**src/rtl/itra_pkg.sv**
```systemverilog
// shared types, constants and digit encoding for the integer to radix ascii block
package itra_pkg;

	// width of the converted integer and derived sizes
	localparam int WORD_BITS = 32;
	localparam int CNT_W = $clog2(WORD_BITS + 1);
	localparam int ADDR_W = $clog2(WORD_BITS);
	localparam int BASE_W = 6;
	localparam int CHAR_W = 8;

	// radix limits and special radix
	localparam logic [BASE_W-1:0] BASE_MIN = 6'd2;
	localparam logic [BASE_W-1:0] BASE_MAX = 6'd36;
	localparam logic [BASE_W-1:0] BASE_DEC = 6'd10;

	// ascii codes
	localparam logic [CHAR_W-1:0] CHAR_NUL = 8'h00;
	localparam logic [CHAR_W-1:0] CHAR_MINUS = 8'h2d;
	localparam logic [CHAR_W-1:0] CHAR_ZERO = 8'h30;
	localparam logic [CHAR_W-1:0] CHAR_LOWER_A = 8'h61;
	localparam logic [CHAR_W-1:0] DEC_DIGITS = 8'd10;

	// input word
	typedef struct packed {
		logic signed [WORD_BITS-1:0] value;
		logic [BASE_W-1:0] base;
	} item_t;

	// output word
	typedef struct packed {
		logic [CHAR_W-1:0] character;
		logic last;
	} text_t;

	// digit value to its ascii character, lower-case letters above nine
	function automatic logic [CHAR_W-1:0] digit_char(input logic [BASE_W-1:0] d);
		logic [CHAR_W-1:0] dw;
		dw = {{(CHAR_W - BASE_W){1'b0}}, d};
		if (dw < DEC_DIGITS) begin
			return CHAR_ZERO + dw;
		end else begin
			return CHAR_LOWER_A + dw - DEC_DIGITS;
		end
	endfunction

endpackage

```
**src/rtl/integer_to_radix_ascii.sv**
```systemverilog
// top level: signed integer to ascii text in radix 2 to 36
// One word in, a run of characters out: an optional minus sign (negative
// values in radix 10 only), the digits most significant first in 0-9a-z, and
// a NUL word with last set. Other radixes of a negative value give the digits
// of the magnitude. A radix outside 2..36 gives only the NUL. Items are
// handled one at a time: item_stall stays high from acceptance until the NUL
// has been loaded into the output register. Each digit comes from a
// bit-serial divider (ST_DIV_START, then ST_DIV_WAIT) and is pushed into
// the digit store; the digits are then read back from the store, most
// significant first, through ST_READ and ST_EMIT. Output stalls hold the
// sequencer in ST_SIGN, ST_EMIT or ST_TERM until the output register is
// free.
module integer_to_radix_ascii (
	input  logic clk,
	input  logic arst_n,
	input  itra_pkg::item_t item,
	input  logic item_valid,
	output logic item_stall,
	output itra_pkg::text_t text,
	output logic text_valid,
	input  logic text_stall
);
	import itra_pkg::*;

	typedef enum logic [2:0] {
		ST_IDLE,
		ST_SIGN,
		ST_DIV_START,
		ST_DIV_WAIT,
		ST_READ,
		ST_EMIT,
		ST_TERM
	} state_t;

	state_t state_q;
	logic [WORD_BITS-1:0] mag_q;
	logic [BASE_W-1:0] base_q;
	logic [CNT_W-1:0] ndig_q;
	text_t text_q;
	logic text_valid_q;

	logic item_take;
	logic out_free;
	logic text_load;
	logic base_ok;
	logic neg;
	logic [WORD_BITS-1:0] mag_in;
	logic div_done;
	logic [WORD_BITS-1:0] div_quo;
	logic [BASE_W-1:0] div_rem;
	logic push;
	logic pop;
	logic [CNT_W-1:0] ndig_dec;
	logic [BASE_W-1:0] rd_digit;

	// input side and magnitude of the value
	always_comb begin
		item_take = item_valid && (state_q == ST_IDLE);
		base_ok = (item.base >= BASE_MIN) && (item.base <= BASE_MAX);
		neg = item.value[WORD_BITS-1];
		mag_in = neg ? (~item.value + WORD_BITS'(1)) : item.value;
		out_free = !text_valid_q || !text_stall;
		// output word loaded this cycle
		text_load = out_free && ((state_q == ST_SIGN) || (state_q == ST_EMIT)
			|| (state_q == ST_TERM));
		push = (state_q == ST_DIV_WAIT) && div_done;
		pop = (state_q == ST_READ);
		ndig_dec = ndig_q - CNT_W'(1);
	end

	itra_div u_div (
		.clk(clk),
		.arst_n(arst_n),
		.start(state_q == ST_DIV_START),
		.dividend(mag_q),
		.divisor(base_q),
		.done(div_done),
		.quotient(div_quo),
		.remainder(div_rem)
	);

	itra_stack u_stack (
		.clk(clk),
		.wr_en(push),
		.wr_addr(ndig_q[ADDR_W-1:0]),
		.wr_data(div_rem),
		.rd_en(pop),
		.rd_addr(ndig_dec[ADDR_W-1:0]),
		.rd_data(rd_digit)
	);

	// sequencer and output register
	always_ff @(posedge clk or negedge arst_n) begin
		if (!arst_n) begin
			state_q <= ST_IDLE;
			mag_q <= '0;
			base_q <= '0;
			ndig_q <= '0;
			text_q <= '0;
			text_valid_q <= 1'b0;
		end else begin
			if (text_load) begin
				text_valid_q <= 1'b1;
			end else if (text_valid_q && !text_stall) begin
				text_valid_q <= 1'b0;
			end
			unique case (state_q)
				ST_IDLE: begin
					if (item_take) begin
						mag_q <= mag_in;
						base_q <= item.base;
						ndig_q <= '0;
						if (!base_ok) begin
							state_q <= ST_TERM;
						end else if (neg && (item.base == BASE_DEC)) begin
							state_q <= ST_SIGN;
						end else begin
							state_q <= ST_DIV_START;
						end
					end
				end
				ST_SIGN: begin
					if (out_free) begin
						text_q <= '{character: CHAR_MINUS, last: 1'b0};
						state_q <= ST_DIV_START;
					end
				end
				ST_DIV_START: begin
					state_q <= ST_DIV_WAIT;
				end
				ST_DIV_WAIT: begin
					if (div_done) begin
						ndig_q <= ndig_q + CNT_W'(1);
						mag_q <= div_quo;
						if (div_quo == '0) begin
							state_q <= ST_READ;
						end else begin
							state_q <= ST_DIV_START;
						end
					end
				end
				ST_READ: begin
					ndig_q <= ndig_dec;
					state_q <= ST_EMIT;
				end
				ST_EMIT: begin
					if (out_free) begin
						text_q <= '{character: digit_char(rd_digit), last: 1'b0};
						if (ndig_q == '0) begin
							state_q <= ST_TERM;
						end else begin
							state_q <= ST_READ;
						end
					end
				end
				ST_TERM: begin
					if (out_free) begin
						text_q <= '{character: CHAR_NUL, last: 1'b1};
						state_q <= ST_IDLE;
					end
				end
				default: begin
					state_q <= ST_IDLE;
				end
			endcase
		end
	end

	assign item_stall = (state_q != ST_IDLE);
	assign text = text_q;
	assign text_valid = text_valid_q;

endmodule

```
**src/rtl/itra_div.sv**
```systemverilog
// bit-serial restoring divider by a small radix, one quotient bit per cycle
module itra_div (
	input  logic clk,
	input  logic arst_n,
	input  logic start,
	input  logic [itra_pkg::WORD_BITS-1:0] dividend,
	input  logic [itra_pkg::BASE_W-1:0] divisor,
	output logic done,
	output logic [itra_pkg::WORD_BITS-1:0] quotient,
	output logic [itra_pkg::BASE_W-1:0] remainder
);
	import itra_pkg::*;

	logic [WORD_BITS-1:0] quo_q;
	logic [BASE_W-1:0] rem_q;
	logic [BASE_W-1:0] div_q;
	logic [CNT_W-1:0] cnt_q;
	logic busy_q;
	logic done_q;

	logic [BASE_W:0] trial;
	logic ge;
	logic [BASE_W:0] diff;

	// trial subtraction with the next dividend bit shifted in
	always_comb begin
		trial = {rem_q, quo_q[WORD_BITS-1]};
		ge = trial >= {1'b0, div_q};
		diff = trial - {1'b0, div_q};
	end

	// shift dividend out msb first, quotient bits in at the lsb
	always_ff @(posedge clk or negedge arst_n) begin
		if (!arst_n) begin
			busy_q <= 1'b0;
			done_q <= 1'b0;
			cnt_q <= '0;
			quo_q <= '0;
			rem_q <= '0;
			div_q <= '0;
		end else begin
			done_q <= 1'b0;
			if (start) begin
				busy_q <= 1'b1;
				cnt_q <= CNT_W'(WORD_BITS);
				quo_q <= dividend;
				rem_q <= '0;
				div_q <= divisor;
			end else if (busy_q) begin
				quo_q <= {quo_q[WORD_BITS-2:0], ge};
				rem_q <= ge ? diff[BASE_W-1:0] : trial[BASE_W-1:0];
				cnt_q <= cnt_q - CNT_W'(1);
				if (cnt_q == CNT_W'(1)) begin
					busy_q <= 1'b0;
					done_q <= 1'b1;
				end
			end
		end
	end

	assign done = done_q;
	assign quotient = quo_q;
	assign remainder = rem_q;

endmodule

```
**src/rtl/itra_stack.sv**
```systemverilog
// digit store, one write and one registered read per cycle
module itra_stack (
	input  logic clk,
	input  logic wr_en,
	input  logic [itra_pkg::ADDR_W-1:0] wr_addr,
	input  logic [itra_pkg::BASE_W-1:0] wr_data,
	input  logic rd_en,
	input  logic [itra_pkg::ADDR_W-1:0] rd_addr,
	output logic [itra_pkg::BASE_W-1:0] rd_data
);
	import itra_pkg::*;

	logic [BASE_W-1:0] mem [WORD_BITS];
	logic [BASE_W-1:0] rd_q;

	// write port
	always_ff @(posedge clk) begin
		if (wr_en) begin
			mem[wr_addr] <= wr_data;
		end
	end

	// registered read port
	always_ff @(posedge clk) begin
		if (rd_en) begin
			rd_q <= mem[rd_addr];
		end
	end

	assign rd_data = rd_q;

endmodule
```
**config.mk**
```make
export PLATFORM = sky130hd
export DESIGN_NAME = integer_to_radix_ascii
export DESIGN_NICKNAME = d
export VERILOG_FILES = /design/src/rtl/itra_pkg.sv /design/src/rtl/integer_to_radix_ascii.sv /design/src/rtl/itra_div.sv /design/src/rtl/itra_stack.sv
export SDC_FILE = /design/constraint.sdc
export NUM_CORES = 1
export LEC_CHECK = 0
export ABC_AREA = 0
export BUFFER_PORTS_ARGS = -buffer_cell sky130_fd_sc_hd__buf_2
export CAP_MARGIN = 15
export CORE_UTILIZATION = 55
export DETAILED_ROUTE_END_ITERATION = 8
export PLACE_DENSITY = 0.75
export REMOVE_ABC_BUFFERS = 1
export SYNTH_ARGS = -nofsm -noshare
export SYNTH_HDL_FRONTEND = slang
export SYNTH_SLANG_ARGS = --single-unit
```
**constraint.sdc**
```tcl
create_clock -name clk -period 10.31 [get_ports clk]
set_input_delay 1.031 -clock clk [delete_from_list [all_inputs] [get_ports clk]]
set_output_delay 1.031 -clock clk [all_outputs]
set_load 0.005 [all_outputs]
```
==> flow_summary.ini, run 1 <==
[outcome]
status = finished, final reports clean

[pwr]
clock_power_share_pct = 27.7
leakagePower_nw = 6.03
peakVddDrop_uv = 193
pwr-share-comb_pct = 30.5
p_sw_share_pct = 33.6
p_int_mw = 2.77
p_sw_mw = 1.40
power_density_mw_per_mm2 = 266
sequentialPowerShare_pct = 41.8

[global_route]
grt_max_degree = 82
gr-usage-all-layers_pct = 25.1
grt_pass1_wl_mm = 50.1
grt_overflow = 0
antenna_found_initial = 0
grt_pass1_vias = 9095

[die]
rows = 58
io_pins = 53
start_util_pct = 56.0
core-area_mm2 = 0.0251
die_y_um = 162
die_x_um = 162
dieArea_mm2 = 0.0262

[logic_synthesis]
synth_cell_types = 57
synth-warning-count = 0
synthFlopType = edfxtp_1
syn_area_mm2 = 0.0141
ys_ff_latch = 307
synthCells = 1110
synth_edf_count = 198
yosysSeqAreaShare_pct = 61.6
avgSynthCellArea_um2 = 12.7
async_flop_share_pct = 35.5

[placement]
dp_cells = 1446
place.gp.congestion = 0.857
portBuffers = 52
hpwl_mm = 20.4

[critical_path]
endpoint = u_stack.rd_data[0]$_DFFE_PN_
r2r-start = ndig_q[0]$_DFFE_PN0P_
end_kind = flop
critical_path.startpoint = ndig_q[0]$_DFFE_PN0P_
cp.arrival_ps = 4070
ff2ff_path_depth = 6
crit_required_ps = 10600
critPathLaunchType = flop
rrSetupSlack_ps = 6530
r2r_end = u_stack.rd_data[0]$_DFFE_PN_
crit_type = flop to flop
worstPathMaxFanout = 56

[clock_tree]
postCtsSetupRepairBufs = 0
cts_buffers = 30
clkLatencyLatePin_ps = 570
root_buffer = clkbuf_16
clock_path_buffers = 3
path_clk_slew_ps = 60
htreeDepth = 1
cts_sinks = 307
cts_tree = done
cts_resized = 0
postCtsHoldBufs = 0

[route]
drc = 0
wl_mm = 31.8
drt_first_pass_iters = 5
viasPerCell = 6.12
drt_iter0_markers = 830
wl_per_cell_um = 21.2
ant_nets = 0
vias = 9195

[timing]
min_period_ps = 3780
hold_slack_ps = 466
rsz0062_at_grt = no
slew_viol_final = 0
fmax_mhz = 265
skew_ps = 35.6
relSlewSlack_pct = 23.0
setup_violations = 0
period_share_pct = 36.7
tns_ps = 0
worstMarginPinSlew_ps = 1150
final_hold_viol_count = 0

[final_layout]
instances_no_fill = 1502
nets = 1209
num_antenna_cells = 0
layout_commonest_cell = edfxtp_1
layout_common_cells = 198 x edfxtp_1, 135 x nand2_1, 107 x dfrtp_1
drive_above_1_share_pct = 15.9
syn2layout_area_growth_pct = 11.5

[run]
drv_cap = 0

[worst_hold_path]
min_path_type = flop to flop
-- synthesized netlist by cell type (5+ instances only) --
cell type    n  area [um^2]
edfxtp_1   198         5950
nand2_1    135          507
dfrtp_1    109         2730
o21ai_0     91          455
nor2_1      85          319
mux2i_1     52          521
clkbuf_1    48          180
mux4_2      48         1080
a21oi_1     42          210
inv_1       28          105
nor3_1      26          130
xor2_1      21          184
a211oi_1    19          143
ha_1        18          225
nand3_1     17         85.1
xnor2_1     15          131
nor4_1      14         87.6
nor2b_1     11         68.8
a22o_1      10         87.6
nand2b_1    10         62.6
a31oi_1      9         56.3
o21ai_1      9         45.0
o22ai_1      9         56.3
buf_1        8         30.0
nand4_1      7         43.8
mux2_2       6         67.6
or3_1        6         37.5
o31ai_1      5         37.5
-- layer usage --
metal  GRT usage, %  vias up  wire [um]
li1               -     4214          -
met5              0        -          0
met4           9.35        0       1140
met2           43.5      346      16100
met1           32.6     4559      12900
met3           3.14       76       1740
-- metrics by stage --
stage | util (%) | setup WS, ps | power [mW] | area (um^2)
final | 62.5 | 6530 | 4.17 | 15700
after global routing | 62.5 | 6240 | 4.38 | 15700
after CTS | 62.5 | 6500 | 4.18 | 15700
after detailed placement | 58.3 | 6520 | 3.03 | 14600
after global placement | 58.3 | 6630 | 2.99 | 14600
after floorplan | - | 5400 | 2.65 | 13800
-- critical path, cell delays in order (launching register included) --
cell,delay [ps]
dfrtp_4,1060
inv_1,230
ha_2,1160
mux4_2,420
mux2_2,270
o21ai_0,230
a211oi_1,70
-- cell families (layout without fill, tap and decap cells) --
| group | after synthesis | count (layout) | synth area share (%) |
|---|---|---|---|
| buffers and inverters | 89 | 151 | 2.41 |
| and+or+nand+nor | 334 | 334 | 10.7 |
| AOI/OAI and AO/OA | 219 | 219 | 9.38 |
| adders and majority gates | 19 | 19 | 1.74 |
| muxes | 106 | 106 | 11.9 |
| xor gates and xnor gates | 36 | 36 | 2.24 |
| DFF | 307 | 307 | 61.6 |
-- power by group through the flow --
| stage | Clock, mW | Combinational [mW] | Sequential (mW) |
|---|---|---|---|
| 2_1_floorplan | 0 | 0.901 | 1.75 |
| 3_3_place_gp | 0 | 1.23 | 1.76 |
| 3_5_place_dp | 0 | 1.26 | 1.76 |
| 4_1_cts | 1.17 | 1.27 | 1.74 |
| 5_1_grt | 1.21 | 1.41 | 1.77 |
| 6_report | 1.15 | 1.27 | 1.74 |
-- flip-flops by register name, summed over array words and instances, names as in the netlist --
name	flops
base_q	6
mag_q	32
ndig_q	6
state_q	3
text	9
text_valid	1
u_div.busy_q	1
u_div.cnt_q	6
u_div.div_q	6
u_div.done	1
u_div.quotient	32
u_div.remainder	6
u_stack.mem	192
u_stack.rd_data	6
-- how the worst min path moves through the flow --
| stage | start | to | slack (ps) | cells after the start |
|---|---|---|---|---|
| after global placement | mag_q[4]$_DFFE_PN0P_ | u_div.quotient[4]$_DFFE_PN0P_ | 460 | 2 |
| after global routing | base_q[4]$_DFFE_PN0P_ | base_q[4]$_DFFE_PN0P_ | 500 | 2 |
| final | base_q[5]$_DFFE_PN0P_ | u_div.div_q[5]$_DFFE_PN0P_ | 470 | 2 |
| after floorplan | base_q[0]$_DFFE_PN0P_ | u_div.div_q[0]$_DFFE_PN0P_ | 440 | 2 |
| after CTS | base_q[5]$_DFFE_PN0P_ | u_div.div_q[5]$_DFFE_PN0P_ | 470 | 2 |
| after detailed placement | mag_q[31]$_DFFE_PN0P_ | u_div.quotient[31]$_DFFE_PN0P_ | 460 | 2 |
-- cell type report --
cell class              count  area, um^2
fillers                  1904        9420
flip-flops and latches    307        8680
multi-input cells         714        5070
clock buffers              32         768
well taps                 330         413
repair buffers             66         368
clock inverters            24         282
inverters                  29         109
Note: power is estimated with default switching activity, not from simulation.
==> run 2: changes to the inputs <==
==> constraint.sdc (replaced) <==
create_clock -name clk -period 3.9 [get_ports clk]
set_input_delay 0.39 -clock clk [delete_from_list [all_inputs] [get_ports clk]]
set_output_delay 0.39 -clock clk [all_outputs]
set_load 0.005 [all_outputs]
==> flow_summary.ini, run 2 (synthesis results as in run 1) <==
[outcome]
status = finished, final reports clean

[die]
start_util_pct = 56.0
rows = 58
io_pins = 53
die_y_um = 162
die_x_um = 162
dieArea_mm2 = 0.0262
core-area_mm2 = 0.0251

[final_layout]
top_register = u_stack.mem
layout_commonest_cell = edfxtp_1
drive_above_1_share_pct = 16.3
fin_util_pct = 63.0
layout_common_cells = 198 x edfxtp_1, 135 x nand2_1, 107 x dfrtp_1
num_antenna_cells = 0
largest_reg_flops = 192
syn2layout_area_growth_pct = 12.4
nets = 1216
fillCellCount = 1875

[timing]
slew_viol_final = 0
hold_slack_ps = 70.0
relSlewSlack_pct = 31.0
period_share_pct = 79.4
fmax_mhz = 323
setup_ws_ps = 805
setup_violations = 0
worstMarginPinSlew_ps = 1030
final_hold_viol_count = 0
rsz0062_at_grt = no
skew_ps = 9.28
min_period_ps = 3100

[route]
wl_per_cell_um = 20.8
drc = 0
vias = 9186
wl_mm = 31.3
drt_iter0_markers = 806
drt_first_pass_iters = 6
viasPerCell = 6.09
ant_nets = 0

[global_route]
grt_overflow = 0
grt_max_degree = 82
antenna_found_initial = 0
grt_pass1_wl_mm = 50.1
gr-usage-all-layers_pct = 24.6
grt_pass1_vias = 9125

[critical_path]
crit_type = flop to flop
end_kind = flop
worst_path_largest_cell_delay_ps = 690
rrSetupSlack_ps = 800
critPathLaunchType = flop
crit_top_cell = buf_4
endpoint = u_stack.rd_data[2]$_DFFE_PN_
path_cells = buf_4 -> nor3_1 -> xnor2_1 -> buf_4 -> mux2_2 -> o21ai_0 -> a211oi_1
worstPathMaxFanout = 35
r2r-start = ndig_q[0]$_DFFE_PN0P_
crit_required_ps = 4160
ff2ff_path_depth = 7
r2r_end = u_stack.rd_data[2]$_DFFE_PN_
cp.arrival_ps = 3360
critical_path.startpoint = ndig_q[0]$_DFFE_PN0P_
cp_slowest_cell = dfrtp_4

[placement]
dp_slack_ps = 845
portBuffers = 52
hpwl_mm = 20.9
place.gp.congestion = 0.846

[clock_tree]
clkLatencyLatePin_ps = 540
cts_tree = done
clock_path_buffers = 3
path_clk_slew_ps = 60
cts_buffers = 30
cts_sinks = 307
root_buffer = clkbuf_16
htreeDepth = 1

[pwr]
peakVddDrop_uv = 393
power_density_mw_per_mm2 = 706
leakagePower_nw = 6.10

[worst_hold_path]
min_path_type = input port to flop

[run]
drv_cap = 0
[run 2: cell types whose count changed in the layout (fill, tap and decap cells not counted)]
cell	before	now
clkinvlp_4	10	6
bufinv_16	5	7
dlygate4sd3_1	0	1
clkinv_4	0	2
clkinv_8	1	0
clkinvlp_2	0	1
clkbuf_1	1	0
buf_4	15	19
buf_12	0	2
clkbuf_16	30	31
clkbuf_8	1	0
[run 2: cell type report]
type,instances,area [um^2],area share [%]
sequential,307,8680,54.9
multi-input combinational,714,5070,32.1
tap,330,413,2.61
clock inverter,24,318,2.01
timing repair buffer,73,448,2.83
clock buffer,31,776,4.91
inverter,29,109,0.688
[run 2: how the worst min path moves through the flow]
stage,start,endpoint,slack (ps),cells after the start
3_5_place_dp,base_q[4]$_DFFE_PN0P_,base_q[4]$_DFFE_PN0P_,460,2
6_report,item[2],base_q[2]$_DFFE_PN0P_,70,3
4_1_cts,item[4],base_q[4]$_DFFE_PN0P_,50,3
2_1_floorplan,arst_n,base_q[0]$_DFFE_PN0P_,90,0
3_3_place_gp,base_q[4]$_DFFE_PN0P_,base_q[4]$_DFFE_PN0P_,460,2
5_1_grt,item[2],base_q[2]$_DFFE_PN0P_,70,3
[run 2: metal layers]
layer  vias up  GRT usage, %  routed length (um)
li1       4219             -                   -
met1      4570          33.0               12900
met2       331          41.8               15700
met3        66          2.73                1760
met4         0          8.79                 962
met5         -             0                   0
[run 2: timing repair]
item                       in CTS  in global routing
hold endpoints to repair       53                  0
setup buffers                   0                  0
setup endpoints to repair       0                  0
resized for setup               0                  0
hold buffers                    1                  0
[run 2: per-stage QoR]
step / TNS, ps / area, um^2 / total power [mW] / cells
detailed placement: 0 / 14700 / 8.08 / 1452
CTS: 0 / 15800 / 11.2 / 1508
finish: 0 / 15800 / 11.2 / 1508
global placement: 0 / 14700 / 7.94 / 1452
floorplan: -47310 / 13800 / 7.00 / 1050
global route: 0 / 15800 / 11.7 / 1508
[run 2: critical path, delay by kind of cell (launching register included)]
family | cells | cell delay (ps)
xor gates and xnor gates | 1 | 320
buffers and inverters | 2 | 910
muxes | 1 | 370
DFF | 1 | 690
AOI/OAI and AO/OA | 2 | 250
and+or+nand+nor | 1 | 220
[run 2: where the power goes]
part	switching, mW	internal [mW]
Combinational	2.03	1.46
Sequential	0.427	4.11
Clock	1.22	1.91
